### config.mk
export PLATFORM = sky130hd
export DESIGN_NAME = m2q_front
export DESIGN_NICKNAME = d
export VERILOG_FILES = /design/src/rtl/core/m2q_pkg.sv /design/src/rtl/core/m2q_front.sv
export SDC_FILE = /design/constraint.sdc
export NUM_CORES = 1
export LEC_CHECK = 0
export ABC_AREA = 1
export BUFFER_PORTS_ARGS = -buffer_cell sky130_fd_sc_hd__buf_2
export CORE_MARGIN = 2
export CORE_UTILIZATION = 35
export DETAILED_ROUTE_END_ITERATION = 10
export GPL_ROUTABILITY_DRIVEN = 0
export PLACE_DENSITY_LB_ADDON = 0.15
export SYNTH_ARGS = -nofsm -noshare
export SYNTH_HDL_FRONTEND = slang
export SYNTH_SLANG_ARGS = --single-unit
### constraint.sdc
create_clock -name clk_i -period 9.38 [get_ports clk_i]
set_clock_uncertainty 0.15 [all_clocks]
set_input_delay 1.876 -clock clk_i [delete_from_list [all_inputs] [get_ports clk_i]]
set_output_delay 1.876 -clock clk_i [all_outputs]
set_load 0.1 [all_outputs]
### src/rtl/core/m2q_pkg.sv
package m2q_pkg;

  localparam int unsigned ElemW = 16;
  localparam int unsigned QuatW = 17;
  localparam int unsigned IdxW  = 2;

  localparam logic [IdxW-1:0] SelW = 2'd0;
  localparam logic [IdxW-1:0] SelX = 2'd1;
  localparam logic [IdxW-1:0] SelY = 2'd2;
  localparam logic [IdxW-1:0] SelZ = 2'd3;

  localparam logic signed [QuatW-1:0] QuatMax = 17'sd65535;
  localparam logic signed [QuatW-1:0] QuatMin = -17'sd65536;

endpackage

### src/rtl/core/m2q_front.sv
module m2q_front
  import m2q_pkg::*;
#(
  parameter int unsigned DiffW = 18,
  parameter int unsigned RadW  = 34
) (
  input  logic                    clk_i,
  input  logic                    rst_ni,
  input  logic                    in_valid_i,
  output logic                    in_ready_o,
  input  logic [9*ElemW-1:0]      in_data_i,
  input  logic [RadW-1:0]         one_sh_i,
  output logic                    out_valid_o,
  input  logic                    out_ready_i,
  output logic [RadW+3*DiffW+IdxW-1:0] out_data_o
);

  logic signed [ElemW-1:0] m [9];
  logic signed [ElemW+1:0] cand [4];
  logic signed [ElemW+1:0] best;
  logic [IdxW-1:0]         sel;
  logic signed [ElemW:0]   dwx, dwy, dwz, sxy, sxz, syz;
  logic signed [DiffW-1:0] d0, d1, d2;
  logic [RadW-1:0]         rad;
  logic                    valid_q;
  logic [RadW+3*DiffW+IdxW-1:0] data_q;

  always_comb begin
    for (int i = 0; i < 9; i++) begin
      m[i] = in_data_i[i*ElemW +: ElemW];
    end
    cand[0] = 18'(m[0]) + 18'(m[4]) + 18'(m[8]);
    cand[1] = 18'(m[0]) - 18'(m[4]) - 18'(m[8]);
    cand[2] = 18'(m[4]) - 18'(m[0]) - 18'(m[8]);
    cand[3] = 18'(m[8]) - 18'(m[0]) - 18'(m[4]);
    best = cand[0];
    sel  = SelW;
    for (int k = 1; k < 4; k++) begin
      if (cand[k] > best) begin
        best = cand[k];
        sel  = IdxW'(k);
      end
    end
    dwx = 17'(m[7]) - 17'(m[5]);
    dwy = 17'(m[2]) - 17'(m[6]);
    dwz = 17'(m[3]) - 17'(m[1]);
    sxy = 17'(m[3]) + 17'(m[1]);
    sxz = 17'(m[2]) + 17'(m[6]);
    syz = 17'(m[7]) + 17'(m[5]);
    unique case (sel)
      SelW: begin d0 = DiffW'(dwx); d1 = DiffW'(dwy); d2 = DiffW'(dwz); end
      SelX: begin d0 = DiffW'(dwx); d1 = DiffW'(sxy); d2 = DiffW'(sxz); end
      SelY: begin d0 = DiffW'(dwy); d1 = DiffW'(sxy); d2 = DiffW'(syz); end
      default: begin d0 = DiffW'(dwz); d1 = DiffW'(sxz); d2 = DiffW'(syz); end
    endcase
    rad = (RadW'($unsigned(best)) << 0) + one_sh_i;
  end

  assign in_ready_o  = !valid_q || out_ready_i;
  assign out_valid_o = valid_q;
  assign out_data_o  = data_q;

  always_ff @(posedge clk_i) begin
    if (in_valid_i && in_ready_o) begin
      data_q <= {sel, d2, d1, d0, rad};
    end
  end

  always_ff @(posedge clk_i or negedge rst_ni) begin
    if (!rst_ni) begin
      valid_q <= 1'b0;
    end else if (in_ready_o) begin
      valid_q <= in_valid_i;
    end
  end

endmodule

==> flow_metrics.env <==
export IMPL_maxSlewViolCount=0
export IMPL_yosysTopAreaCellShare_pct=18.2
export IMPL_post_dp_hpwl_mm=48.9
export IMPL_hold_path_class="reg2reg"
export IMPL_critPathLaunchType="input port"
export IMPL_ys_types=57
export IMPL_finalNetCount=3424
export IMPL_synthCells=2225
export IMPL_synth_top_flop_cell="edfxtp_1"
export IMPL_setup_viol=82
export IMPL_synth_edf_count=87
export IMPL_critical_path_top_delay_family="simple AND/OR/NAND/NOR gates"
export IMPL_crit_buf_inv=12
export IMPL_drt_pass1_iter_count=6
export IMPL_die_h_um=218
export IMPL_synth_nets=2713
export IMPL_port_buffer_count=273
export IMPL_area_growth_pct=47.7
export IMPL_r2r_start="out_valid_o"
export IMPL_grtUsageTotal_pct=23.6
export IMPL_synthArstFlopShare_pct=1.14
export IMPL_cp_required_ns=9.35
export IMPL_nFillCells=4409
export IMPL_reg2reg_depth=2
export IMPL_multiInputGateArea_um2=13400
export IMPL_synth_area_top_cells="ha_1 (18%), edfxtp_1 (16%), nand2_1 (11%)"
export IMPL_max_slew_margin_pct=35.6
export IMPL_critical_path_arrival_ns=10.22
export IMPL_maxCapViolations=0
export IMPL_ys_ff_latch=88
export IMPL_crit_path_end_kind="flop"
export IMPL_drtAntennaViolNets=0
export IMPL_cp_max_fo=11
export IMPL_critPathMaxStageDelay_ns=0.55
export IMPL_drive_gt1_share_pct=37.2
export IMPL_grt_pass1_vias=17000
export IMPL_grt_start_max_net_pins=58
export IMPL_synth_most_common_cell="nand2_1"
export IMPL_ctsHtreeMaxLevel=3
export IMPL_drc=0
export IMPL_die_w_um=218
export IMPL_regArea_um2=2640
export IMPL_fin_ws_ns=-0.867
export IMPL_vias_per_cell=4.96
export IMPL_detail_route_iter0_violations=1248
export IMPL_crit_type="in2reg"
export IMPL_fin_tns_setup_ns=-27.44
export IMPL_crit_path_frequent_cell="nand2_4"
export IMPL_insertion_delay_ns=0.35
export IMPL_fmax_ghz=0.0976
export IMPL_seq_area_frac_synth_pct=16.4
export IMPL_synthTopCellsByCount="nand2_1 (481), inv_1 (348), ha_1 (233)"
export IMPL_initial_core_util_pct=35.4
export IMPL_synth_warnings=0
export IMPL_outcome="finished, violations left"
export IMPL_worst_pin_slew_ns=0.965
export IMPL_yosys_area_top_type="ha_1"
export IMPL_rsz0062_at_grt="yes"
export IMPL_top_level_ports=274
export IMPL_min_from="out_valid_o"
export IMPL_rrSetupSlack_ns=6.84
export IMPL_grt_ovfl_total=0
export IMPL_cts_sinks=88
export IMPL_clk_pin_slew_worst_paths_ns=0.07
export IMPL_cts_tree="yes"
export IMPL_r2r_end="out_data_o[45]"
export IMPL_row_count=78
export IMPL_root_buffer="clkbuf_16"
export IMPL_holdPathEnd="out_valid_o"
export IMPL_cts_buffer_depth=2
export IMPL_ctsHoldBuffers=0
export IMPL_cpMaxStageDelayCell="fa_1"
export IMPL_violations="negative setup slack"
export IMPL_avgSynthCellArea_um2=7.21
export IMPL_vias=17600
export IMPL_die_area_um2=47600
export IMPL_finalHoldViolCount=0
export IMPL_min_path_cells=2
export IMPL_core_um2=45300
export IMPL_totalWireLength_mm=57.9
export IMPL_netlist_area_um2=16000
export IMPL_fin_crit_ns=10.25
export IMPL_antenna_found_initial=5
export IMPL_grt_pass1_wl_mm=88.7
export IMPL_cts_buffers=9
export IMPL_period_share_pct=109
export IMPL_wl_per_cell_um=16.3
-- timing repair --
item	in CTS	in global routing
resized for setup	176	145
setup endpoints to repair	83	86
setup buffers	22	23
gates cloned	4	0
pin swaps	33	61
-- state kept, by name (all words and copies together), names as in the netlist --
name         count
out_valid_o      1
out_data_o      87
-- final cells by class --
class                           count  area share (%)
Tap cell                          600            3.17
Timing Repair inverter              1          0.0264
Clock buffer                        9           0.950
Antenna cell                        2          0.0211
Timing Repair Buffer              754            22.1
Sequential cell                    88            11.1
Multi-Input combinational cell   1727            56.6
Inverter                          355            5.72
Clock inverter                      7           0.301
-- cells in the final DEF, fill, tap and decap left out, types with 10 or more instances in the layout --
| master | n |
|---|---|
| a21o_1 | 10 |
| o21ai_0 | 83 |
| fa_1 | 67 |
| nand2_1 | 413 |
| nand2_4 | 19 |
| inv_2 | 17 |
| a21oi_1 | 158 |
| o22ai_1 | 10 |
| a31oi_1 | 19 |
| or2_2 | 18 |
| xor2_1 | 96 |
| ha_1 | 191 |
| nor3_1 | 22 |
| nand2_2 | 70 |
| ha_4 | 41 |
| o21ai_1 | 26 |
| nand3_1 | 81 |
| buf_6 | 32 |
| buf_2 | 271 |
| inv_1 | 331 |
| a21boi_0 | 10 |
| o21bai_1 | 13 |
| nor2_1 | 103 |
| buf_4 | 438 |
| a21oi_2 | 21 |
| xnor2_1 | 26 |
| edfxtp_1 | 87 |
| nand3_2 | 30 |
| nand4_1 | 41 |
| o21ai_2 | 13 |
-- metrics by stage --
step                      setup slack, ns  utilization [%]  hold WS, ns  cells  instance area [um^2]
after floorplan                    -0.974                -         1.43   2225                 16400
after global placement              -1.32             47.7        0.412   3478                 21600
after detailed placement            -1.49             47.7        0.425   3478                 21600
after CTS                          -0.691             50.4        0.444   3520                 22800
after global routing                -1.40             52.3        0.501   3542                 23700
final                              -0.867             52.3        0.432   3543                 23700
-- how the worst max path moves through the flow --
stage                        start              to  slack [ns]  cells after the start
finish               in_data_i[65]  out_data_o[33]       -0.87                     52
global route          in_data_i[3]  out_data_o[28]       -1.40                     64
CTS                 in_data_i[129]  out_data_o[28]       -0.69                     62
detailed placement  in_data_i[129]  out_data_o[33]       -1.49                     51
global placement    in_data_i[129]  out_data_o[13]       -1.32                     55
floorplan           in_data_i[129]  out_data_o[28]       -0.97                     61
-- logic make-up after synthesis --
kind of cell    count (synthesis)  synth area share (%)
xor+xnor                      139                  7.63
simple gates                  851                  23.7
fa+ha+maj                     306                  27.3
flops                          88                  16.4
compound gates                431                  15.2
buf+inv                       410                  9.78
-- metal layers --
layer / global-route usage (%) / share of wire, %
met1: 33.8 / 48
met2: 38.2 / 45
met3: 2.91 / 5.6
met4: 4.60 / 1.7
met5: 0 / 0.066
-- worst register-to-register path: stages, from the launching register on --
cell and delay, ns:
dfrtp_1 0.42, a21oi_4 0.78, buf_4 0.77
Power is not shown: default switching activity piles up to over one toggle a cycle in this logic, so the estimate is an artifact.
