**src/rtl/core/m2q_fifo.sv**
```systemverilog
module m2q_fifo #(
  parameter int unsigned Width = 8,
  parameter int unsigned Depth = 4
) (
  input  logic             clk_i,
  input  logic             rst_ni,
  input  logic             wr_valid_i,
  output logic             wr_ready_o,
  input  logic [Width-1:0] wr_data_i,
  output logic             rd_valid_o,
  input  logic             rd_ready_i,
  output logic [Width-1:0] rd_data_o
);

  localparam int unsigned PtrW = (Depth > 1) ? $clog2(Depth) : 1;

  logic [Width-1:0] mem_q [Depth];
  logic [PtrW-1:0]  wr_ptr_q, rd_ptr_q;
  logic [PtrW:0]    count_q;
  logic             do_wr, do_rd;

  assign wr_ready_o = (count_q != (PtrW+1)'(Depth));
  assign rd_valid_o = (count_q != '0);
  assign do_wr      = wr_valid_i && wr_ready_o;
  assign do_rd      = rd_valid_o && rd_ready_i;
  assign rd_data_o  = mem_q[rd_ptr_q];

  always_ff @(posedge clk_i) begin
    if (do_wr) begin
      mem_q[wr_ptr_q] <= wr_data_i;
    end
  end

  always_ff @(posedge clk_i or negedge rst_ni) begin
    if (!rst_ni) begin
      wr_ptr_q <= '0;
      rd_ptr_q <= '0;
      count_q  <= '0;
    end else begin
      if (do_wr) begin
        wr_ptr_q <= (wr_ptr_q == PtrW'(Depth - 1)) ? '0 : wr_ptr_q + 1'b1;
      end
      if (do_rd) begin
        rd_ptr_q <= (rd_ptr_q == PtrW'(Depth - 1)) ? '0 : rd_ptr_q + 1'b1;
      end
      count_q <= count_q + (PtrW+1)'(do_wr) - (PtrW+1)'(do_rd);
    end
  end

  a_no_overflow: assert property (@(posedge clk_i) disable iff (!rst_ni)
    count_q <= (PtrW+1)'(Depth)) else $error("queue count overflow");
  a_count_step: assert property (@(posedge clk_i) disable iff (!rst_ni)
    (do_wr && !do_rd) |=> count_q == $past(count_q) + 1'b1)
    else $error("queue count did not grow on write");
  a_empty_read: assert property (@(posedge clk_i) disable iff (!rst_ni)
    (count_q == '0) |-> !do_rd) else $error("queue read while empty");

endmodule

```
**config.mk**
```make
export PLATFORM = sky130hd
export DESIGN_NAME = m2q_fifo
export DESIGN_NICKNAME = d
export VERILOG_FILES = /design/src/rtl/core/m2q_fifo.sv
export SDC_FILE = /design/constraint.sdc
export NUM_CORES = 1
export LEC_CHECK = 0
export ABC_AREA = 0
export CAP_MARGIN = 20
export CORE_ASPECT_RATIO = 0.6
export CORE_UTILIZATION = 51
export DETAILED_ROUTE_END_ITERATION = 12
export DONT_BUFFER_PORTS = 1
export HOLD_SLACK_MARGIN = 0.12
export PLACE_DENSITY = 0.75
export SLEW_MARGIN = 10
export SYNTH_ARGS = -nofsm -noshare
export SYNTH_HDL_FRONTEND = slang
export SYNTH_SLANG_ARGS = --single-unit
```
**constraint.sdc**
```tcl
create_clock -name clk_i -period 5.7 [get_ports clk_i]
set_clock_uncertainty 0.15 [all_clocks]
set_input_delay 0 -clock clk_i [delete_from_list [all_inputs] [get_ports clk_i]]
set_output_delay 0 -clock clk_i [all_outputs]
set_load 0.01 [all_outputs]
```
==> impl_metrics.json, run 1 <==
{
  "min_period_ps": 2600,
  "synth_area_um2": 1630,
  "worstMarginPinSlew_ps": 571,
  "fin_nets": 121,
  "cp_slowest_cell": "or3b_1",
  "area_growth_pct": 14.9,
  "fp.dieW_um": 74.9,
  "leakage_nw": 0.688,
  "placed_cell_area_um2": 1660,
  "synth-seq-cells": 39,
  "wl_mm": 2.62,
  "track_usage_pct": 18.2,
  "required_ps": 5750,
  "detail-route-antenna-nets": 0,
  "clockBufferDepth": 2,
  "cp_cell_sequence": "or3b_1, nand2_1, ha_1, inv_1, ha_1, inv_1, fa_1, xnor2_1, xnor2_1",
  "yosysTopAreaCellShare_pct": 59.1,
  "clock_latency_ps": 280,
  "grt_start_max_net_pins": 12,
  "cp-start-kind": "flip-flop",
  "dp_cells": 124,
  "drt_iter0_drc": 37,
  "period_share_pct": 45.7,
  "place_congestion": 0.774,
  "grt_antenna_before_repair": 0,
  "grt_pass1_vias": 793,
  "hold_violations": 0,
  "critPathKind": "reg2reg",
  "ys_types": 22,
  "root_buffer": "clkbuf_8",
  "ir_drop_v": 0.000241,
  "cp-end-kind": "flip-flop",
  "drive_above_1_share_pct": 15.7,
  "final_cells": 144,
  "rows": 15,
  "rsz0062_at_grt": "false",
  "numPortBuffers": 0,
  "syn-instance-count": 85,
  "diodes": 0,
  "fp.dieH_um": 45.7,
  "wl_per_cell_um": 18.2,
  "tritoncts": "yes",
  "fp.dieArea_um2": 3420,
  "postLayoutCellArea_um2": 1870,
  "dp_hpwl_mm": 1.73,
  "setup_violations": 0,
  "crit_buf_inv": 2,
  "crit_family": "adder cells",
  "synth.avg_cell_area_um2": 19.1,
  "grt_pass1_wl_mm": 4.07,
  "cts_buffers": 5,
  "synth_top_cell_by_area": "edfxtp_1",
  "slowest_delay_ps": 560,
  "place_ws_ps": 3120,
  "dr_total_vias": 789,
  "power_density_nw_per_um2": 483,
  "tns_ps": 0,
  "grt.overflow.total": 0,
  "cp_max_fo": 8,
  "synth.top_cells.by_area": "edfxtp_1 (59%), mux4_2 (11%), dfrtp_1 (11%)",
  "max_freq_mhz": 384,
  "synth_nets": 105,
  "holdWs_ps": 271,
  "dr.pass1.iters": 4,
  "finalMaxSlewViolations": 0,
  "synth_seq_area_share_pct": 69.9,
  "drc": 0,
  "max-slew-margin-rel_pct": 62.0,
  "worst_slack_ps": 3100,
  "critical_path_arrival_ps": 2650,
  "yosys_warnings": 0,
  "drv_cap": 0,
  "cts_htree_levels": 2,
  "status": "finished clean",
  "viasPerCell": 5.48,
  "hold_class": "in2reg",
  "coreArea_um2": 2950,
  "clock-sinks": 39,
  "initial_core_util_pct": 55.2,
  "clk_pin_slew_ps": 70,
  "ios": 22
}
routing by layer:
layer	track usage [%]	vias up	wire, um
met4	5.66	0	17
met1	24.7	398	1270
met3	7.08	2	138
met5	0	-	0
met2	27.4	25	1190
li1	-	364	-
final timing paths:
check | cells past startpoint | slack [ps] | from | to
max reg2reg | 9 | 3100 | count_q[1] | count_q[2]
min reg2reg | 1 | 430 | count_q[2] | count_q[2]
max | 9 | 3100 | count_q[1] | count_q[2]
max in group asynchronous | 2 | 4680 | rst_ni | rd_ptr_q[0]
min | 1 | 270 | wr_data_i[4] | mem_q[3][4]
min in group asynchronous | 2 | 450 | rst_ni | count_q[2]
per-stage QoR:
step / total power, mW / utilization (%)
global placement: 0.701 / 56.3
global route: 0.963 / 63.4
finish: 0.903 / 63.4
floorplan: 0.660 / -
CTS: 0.913 / 63.4
detailed placement: 0.722 / 56.3
Yosys cell counts (all sizes together):
library cell / n
xnor2: 2
nor2: 1
inv: 6
mux2: 2
dfrtp: 7
buf: 3
nor3b: 1
or3: 1
and3: 4
fa: 1
edfxtp: 32
nand2: 1
nor2b: 2
ha: 7
nor4bb: 2
mux4: 8
and2: 1
or3b: 1
o31ai: 1
a211o: 2
layout by cell type, fill, tap and decap left out, drive strengths merged:
master,count
nor4bb,2
or3b,1
clkbuf,7
dfrtp,7
fa,1
inv,6
nand2,1
o31ai,1
or3,1
ha,7
mux2,2
nor2b,2
nor3b,1
clkinv,1
xnor2,2
nor2,1
dlygate4sd3,12
edfxtp,32
a211o,2
and3,4
mux4,8
and2,1
report_power, final:
group / leakage (nW) / switching, mW / internal (mW) / total, mW
clock: 0.0459 / 0.0865 / 0.0968 / 0.183
sequential: 0.376 / 0.0715 / 0.385 / 0.457
combinational: 0.266 / 0.127 / 0.136 / 0.262
kinds of logic (layout without fill, tap and decap cells):
| group | Yosys count | after routing | synth area share, % |
|---|---|---|---|
| muxes | 10 | 10 | 12.5 |
| adders and majority gates | 8 | 8 | 6.62 |
| AOI/OAI and AO/OA | 3 | 3 | 1.54 |
| DFF | 39 | 39 | 69.9 |
| buffers and inverters | 9 | 26 | 2.62 |
| xor gates and xnor gates | 2 | 2 | 1.08 |
| and+or+nand+nor | 14 | 14 | 5.77 |
layout make-up:
| cell class | instances | area, um^2 |
|---|---|---|
| timing repair buffer | 12 | 120 |
| clock buffer | 7 | 86.3 |
| multi-input combinational | 37 | 447 |
| clock inverter | 1 | 3.75 |
| fill | 230 | 1080 |
| tap | 42 | 52.6 |
| sequential | 39 | 1140 |
| inverter | 6 | 22.5 |
flip-flops by register name, indices dropped and copies added (netlist names):
signal / cells
mem_q: 32
count_q: 3
rd_ptr_q: 2
wr_ptr_q: 2
what timing repair did:
item,4_1_cts,5_1_grt
hold buffers,12,0
buffers inserted,0,0
resized for setup,0,0
hold endpoints to repair,77,0
Note: power is estimated with default switching activity, not from simulation.
==> inputs of run 2 (changes only) <==
--- a/config.mk
+++ b/config.mk
@@ -12,7 +12,7 @@
 export DETAILED_ROUTE_END_ITERATION = 12
 export DONT_BUFFER_PORTS = 1
 export HOLD_SLACK_MARGIN = 0.12
-export PLACE_DENSITY = 0.75
+export PLACE_DENSITY = 0.78
 export SLEW_MARGIN = 10
 export SYNTH_ARGS = -nofsm -noshare
 export SYNTH_HDL_FRONTEND = slang
==> constraint.sdc (replaced) <==
create_clock -name clk_i -period 2.3 [get_ports clk_i]
set_clock_uncertainty 0.15 [all_clocks]
set_input_delay 0 -clock clk_i [delete_from_list [all_inputs] [get_ports clk_i]]
set_output_delay 0 -clock clk_i [all_outputs]
set_load 0.01 [all_outputs]
==> impl_metrics.json, run 2 (synthesis results as in run 1) <==
{
  "status": "complete, but fails checks",
  "violations": "negative setup slack",
  "track_usage_pct": 18.7,
  "cp_max_fo": 4,
  "fp.dieH_um": 45.7,
  "area_growth_pct": 21.2,
  "clk_pin_slew_ps": 70,
  "met1_length_mm": 1.25,
  "min_period_ps": 2310,
  "clockBufferDepth": 2,
  "utilization_pct": 66.9,
  "fin_nets": 129,
  "place_congestion": 0.731,
  "placed_cell_area_um2": 1680,
  "ir_drop_v": 0.000578,
  "cp-end-kind": "flip-flop",
  "tritoncts": "yes",
  "seq_area_um2": 1140,
  "crit_cells": 9,
  "postLayoutCellArea_um2": 1970,
  "crit_buf_inv": 2,
  "grt_start_max_net_pins": 12,
  "leakage_nw": 0.725,
  "period_share_pct": 100,
  "drc": 0,
  "grt_pass1_vias": 825,
  "detail-route-antenna-nets": 0,
  "max_freq_mhz": 434,
  "clock_latency_ps": 280,
  "viasPerCell": 5.41,
  "grt_pass1_wl_mm": 4.17,
  "critPathKind": "reg2reg",
  "grt_antenna_before_repair": 0,
  "rr_worst_depth": 9,
  "regToRegSetupSlack_ps": -6,
  "grt.overflow.total": 0,
  "critical_path_arrival_ps": 2330,
  "hold_class": "in2reg",
  "numPortBuffers": 0,
  "wl_met3_um": 100,
  "wl_per_cell_um": 18.6,
  "final_common_cell": "edfxtp_1",
  "slowest_delay_ps": 440,
  "diodes": 0,
  "dp_hpwl_mm": 1.70,
  "dp_cells": 126,
  "crit_family": "adder cells",
  "cts_htree_levels": 2,
  "rows": 15,
  "worstHoldStart": "wr_data_i[2]",
  "dr.pass1.iters": 4,
  "cts_buffers": 5,
  "clock-sinks": 39,
  "r2r_end": "count_q[2]",
  "worstMarginPinSlew_ps": 572,
  "largest_reg_flops": 32,
  "coreArea_um2": 2950,
  "cp_cell_sequence": "or3b_4, nand2_4, ha_4, inv_2, ha_4, inv_2, fa_2, xnor2_2, xnor2_1",
  "cp_slowest_cell": "dfrtp_2",
  "fp.dieArea_um2": 3420,
  "setup_violations": 1,
  "root_buffer": "clkbuf_8",
  "drt_iter0_drc": 58,
  "holdWs_ps": 270,
  "fp.dieW_um": 74.9,
  "initial_core_util_pct": 55.2,
  "final_cells": 152,
  "max-slew-margin-rel_pct": 61.9,
  "wl_met2_mm": 1.45,
  "dr_total_vias": 823,
  "endpoint": "count_q[2]",
  "drive_above_1_share_pct": 30.9,
  "top_regs": "mem_q x32, count_q x3",
  "finalMaxSlewViolations": 0,
  "highest_layer": "met4",
  "required_ps": 2320,
  "hold_violations": 0,
  "num-fill-cells": 213,
  "final_cell_mix": "edfxtp_1 (32), dlygate4sd3_1 (12), mux4_2 (8), buf_4 (8)",
  "startpoint": "count_q[1]",
  "regMostFlops": "mem_q",
  "r2r-start": "count_q[1]",
  "place_ws_ps": -19.8,
  "cp-start-kind": "flip-flop",
  "power_density_nw_per_um2": 1220,
  "drv_cap": 0,
  "worst_slack_ps": -6.22,
  "multi_input_area_um2": 497,
  "wl_mm": 2.83,
  "ios": 22
}
run 2: power by group:
group / switching [mW] / total (mW) / internal (mW)
clock network: 0.211 / 0.426 / 0.215
logic: 0.388 / 0.848 / 0.461
registers: 0.165 / 1.12 / 0.959
total: 0.763 / 2.40 / 1.64
run 2: routing by layer:
layer  track usage, %  up-vias
met3             7.74        4
met2             29.9       19
met4             5.66        0
met5                0        -
li1                 -      373
met1             23.6      427
run 2: worst min-delay path by stage:
stage	slack (ps)	endpoint	cells past startpoint
finish	270	mem_q[3][2]	1
global route	260	mem_q[1][2]	1
CTS	270	mem_q[1][2]	1
detailed placement	-450	rd_ptr_q[0]	0
global placement	-450	count_q[2]	0
floorplan	-450	count_q[0]	0
run 2: what timing repair did:
| action | 4_1_cts | 5_1_grt |
|---|---|---|
| resized for setup | 0 | 11 |
| hold endpoints to repair | 77 | 0 |
| setup endpoints to repair | 1 | 2 |
| gates cloned | 0 | 0 |
| hold buffers | 12 | 0 |
| pin swaps | 0 | 4 |
| setup buffers | 3 | 3 |
run 2: through the flow:
step / TNS (ps) / power [mW]
3_5_place_dp: -19.8 / 1.79
3_3_place_gp: 0 / 1.74
2_1_floorplan: 0 / 1.64
6_report: -6.22 / 2.40
5_1_grt: -50.5 / 2.54
4_1_cts: 0 / 2.28
run 2: final cells by class:
| type | instances | area share, % |
|---|---|---|
| clock buffer | 8 | 4.06 |
| tap | 42 | 2.67 |
| timing repair buffer | 20 | 9.14 |
| multi-input combinational | 37 | 25.2 |
| inverter | 6 | 1.14 |
| sequential | 39 | 57.8 |
==> inputs of run 3 (changes only) <==
--- a/config.mk
+++ b/config.mk
@@ -8,6 +8,7 @@
 export ABC_AREA = 0
 export CAP_MARGIN = 20
 export CORE_ASPECT_RATIO = 0.6
+export CORE_MARGIN = 2
 export CORE_UTILIZATION = 51
 export DETAILED_ROUTE_END_ITERATION = 12
 export DONT_BUFFER_PORTS = 1
==> impl_metrics.json, run 3 (synthesis results as in run 1) <==
{
  "ios": 22,
  "track_usage_pct": 15.0,
  "cp-end-kind": "flip-flop",
  "dp_hpwl_mm": 1.64,
  "num-fill-cells": 199,
  "dr.pass1.iters": 4,
  "power_frac_comb_pct": 33.8,
  "intPower_mw": 1.59,
  "slowest_delay_ps": 440,
  "p_sw_uw": 757,
  "area_growth_pct": 19.9,
  "grt_pass1_wl_mm": 3.73,
  "finalMaxSlewViolations": 0,
  "fin_nets": 126,
  "power_density_nw_per_um2": 1210,
  "cts_htree_levels": 2,
  "viasPerCell": 5.32,
  "setup_violations": 1,
  "final_cells": 149,
  "rsz0062_at_grt": "true",
  "wl_mm": 2.65,
  "regMostFlops": "mem_q",
  "detail-route-antenna-nets": 0,
  "leakage_nw": 0.713,
  "grt.overflow.total": 0,
  "cp-start-kind": "flip-flop",
  "drv_cap": 0,
  "clockBufferDepth": 2,
  "grt_pass1_vias": 780,
  "critical_path_arrival_ps": 2390,
  "status": "complete, but fails checks",
  "cp_slowest_cell": "dfrtp_2",
  "clk_pin_slew_ps": 70,
  "violations": "negative setup slack",
  "ir_drop_v": 0.000525,
  "drive_above_1_share_pct": 29.9,
  "largest_reg_flops": 32,
  "drt_iter0_drc": 45,
  "tritoncts": "yes",
  "worst_slack_ps": -50.8,
  "dr_total_vias": 793,
  "clock_latency_ps": 280,
  "hold_class": "in2reg",
  "final_common_cell": "edfxtp_1",
  "max-slew-margin-rel_pct": 59.8,
  "fp.dieW_um": 76.9,
  "cts_buffers": 5,
  "drc": 0,
  "final_cell_mix": "edfxtp_1 (32), dlygate4sd3_1 (12), mux4_2 (8)",
  "postLayoutCellArea_um2": 1950,
  "utilization_pct": 66.2,
  "place_congestion": 0.703,
  "rows": 15,
  "period_share_pct": 102,
  "required_ps": 2340,
  "numPortBuffers": 0,
  "placed_cell_area_um2": 1680,
  "max_freq_mhz": 425,
  "multi_input_area_um2": 497,
  "wl_per_cell_um": 17.8,
  "initial_core_util_pct": 55.2,
  "seqPwrFrac_pct": 48.3,
  "dp_cells": 127,
  "critPathKind": "reg2reg",
  "clock-sinks": 39,
  "min_period_ps": 2350,
  "top_regs": "mem_q x32, count_q x3",
  "grt_antenna_before_repair": 0,
  "root_buffer": "clkbuf_8",
  "worstMarginPinSlew_ps": 602,
  "diodes": 0,
  "cp_cell_sequence": "or3b_4, nand2_4, ha_4, inv_2, ha_4, inv_2, fa_2, xnor2_2, xnor2_1",
  "fp.dieArea_um2": 3670,
  "grt_start_max_net_pins": 12,
  "cp_max_fo": 4,
  "switching_share_pct": 32.2,
  "seq_area_um2": 1140,
  "hold_violations": 0,
  "coreArea_um2": 2950,
  "power_frac_clock_pct": 17.9,
  "fp.dieH_um": 47.7
}
## run 3: cell count changes in the layout (fill, tap and decap cells not counted)
cell and change:
clkbuf_1 -1, buf_4 -3, clkinv_2 +1
## run 3: path summary, 6_finish.rpt
path,cells past startpoint,end,start,slack (ps)
max,9,count_q[2],count_q[1],-50
min,1,mem_q[1][4],wr_data_i[4],270
max reg2reg,9,count_q[2],count_q[1],-50
min reg2reg,1,count_q[2],count_q[2],430
max in group asynchronous,2,count_q[2],rst_ni,1270
min in group asynchronous,2,rd_ptr_q[0],rst_ni,450
## run 3: final cells by class
cell class,instances,area share [%]
timing repair buffer,17,8.09
clock inverter,1,0.257
clock buffer,7,3.92
sequential,39,58.4
multi-input combinational,37,25.5
tap,42,2.70
inverter,6,1.16
## run 3: repair_timing
item,in CTS,in global routing
hold buffers,12,0
resized for setup,0,11
hold endpoints to repair,77,0
endpoints found under the setup margin,0,1
setup buffers,0,2
## run 3: worst max-delay path: cells and delay by family, from the launching register on
family                   cells  cell delay (ps)
XOR/XNOR                     2              330
adder cells (fa/ha/maj)      3              730
buffers and inverters        2              100
flip-flops                   1              440
AND/OR/NAND/NOR              2              500
## run 3: power by group through the flow
| stage | Sequential [mW] | Combinational [mW] | Clock (mW) |
|---|---|---|---|
| floorplan | 1.04 | 0.598 | 0 |
| global placement | 1.13 | 0.624 | 0 |
| detailed placement | 1.14 | 0.653 | 0 |
| CTS | 1.13 | 0.675 | 0.430 |
| global route | 1.16 | 0.872 | 0.460 |
| finish | 1.13 | 0.795 | 0.422 |
## run 3: stage by stage
step           total power [mW]  hold slack (ps)  worst slack, ps  setup TNS (ps)
6_report                   2.35              271            -50.8           -50.8
4_1_cts                    2.23              267             38.1               0
3_3_place_gp               1.75             -445              114               0
5_1_grt                    2.49              281             -123            -123
3_5_place_dp               1.80             -445             35.5               0
2_1_floorplan              1.64             -446             8.21               0
## run 3: metal layers
metal  GRT usage, %  share of wire (%)  wire length, um  up-vias
met4           6.55               0.79               21        0
met2           24.2                 49             1310       23
met5              0                  0                0        -
met1           19.2                 46             1210      399
li1               -                  -                -      367
met3           5.85                4.2              112        4
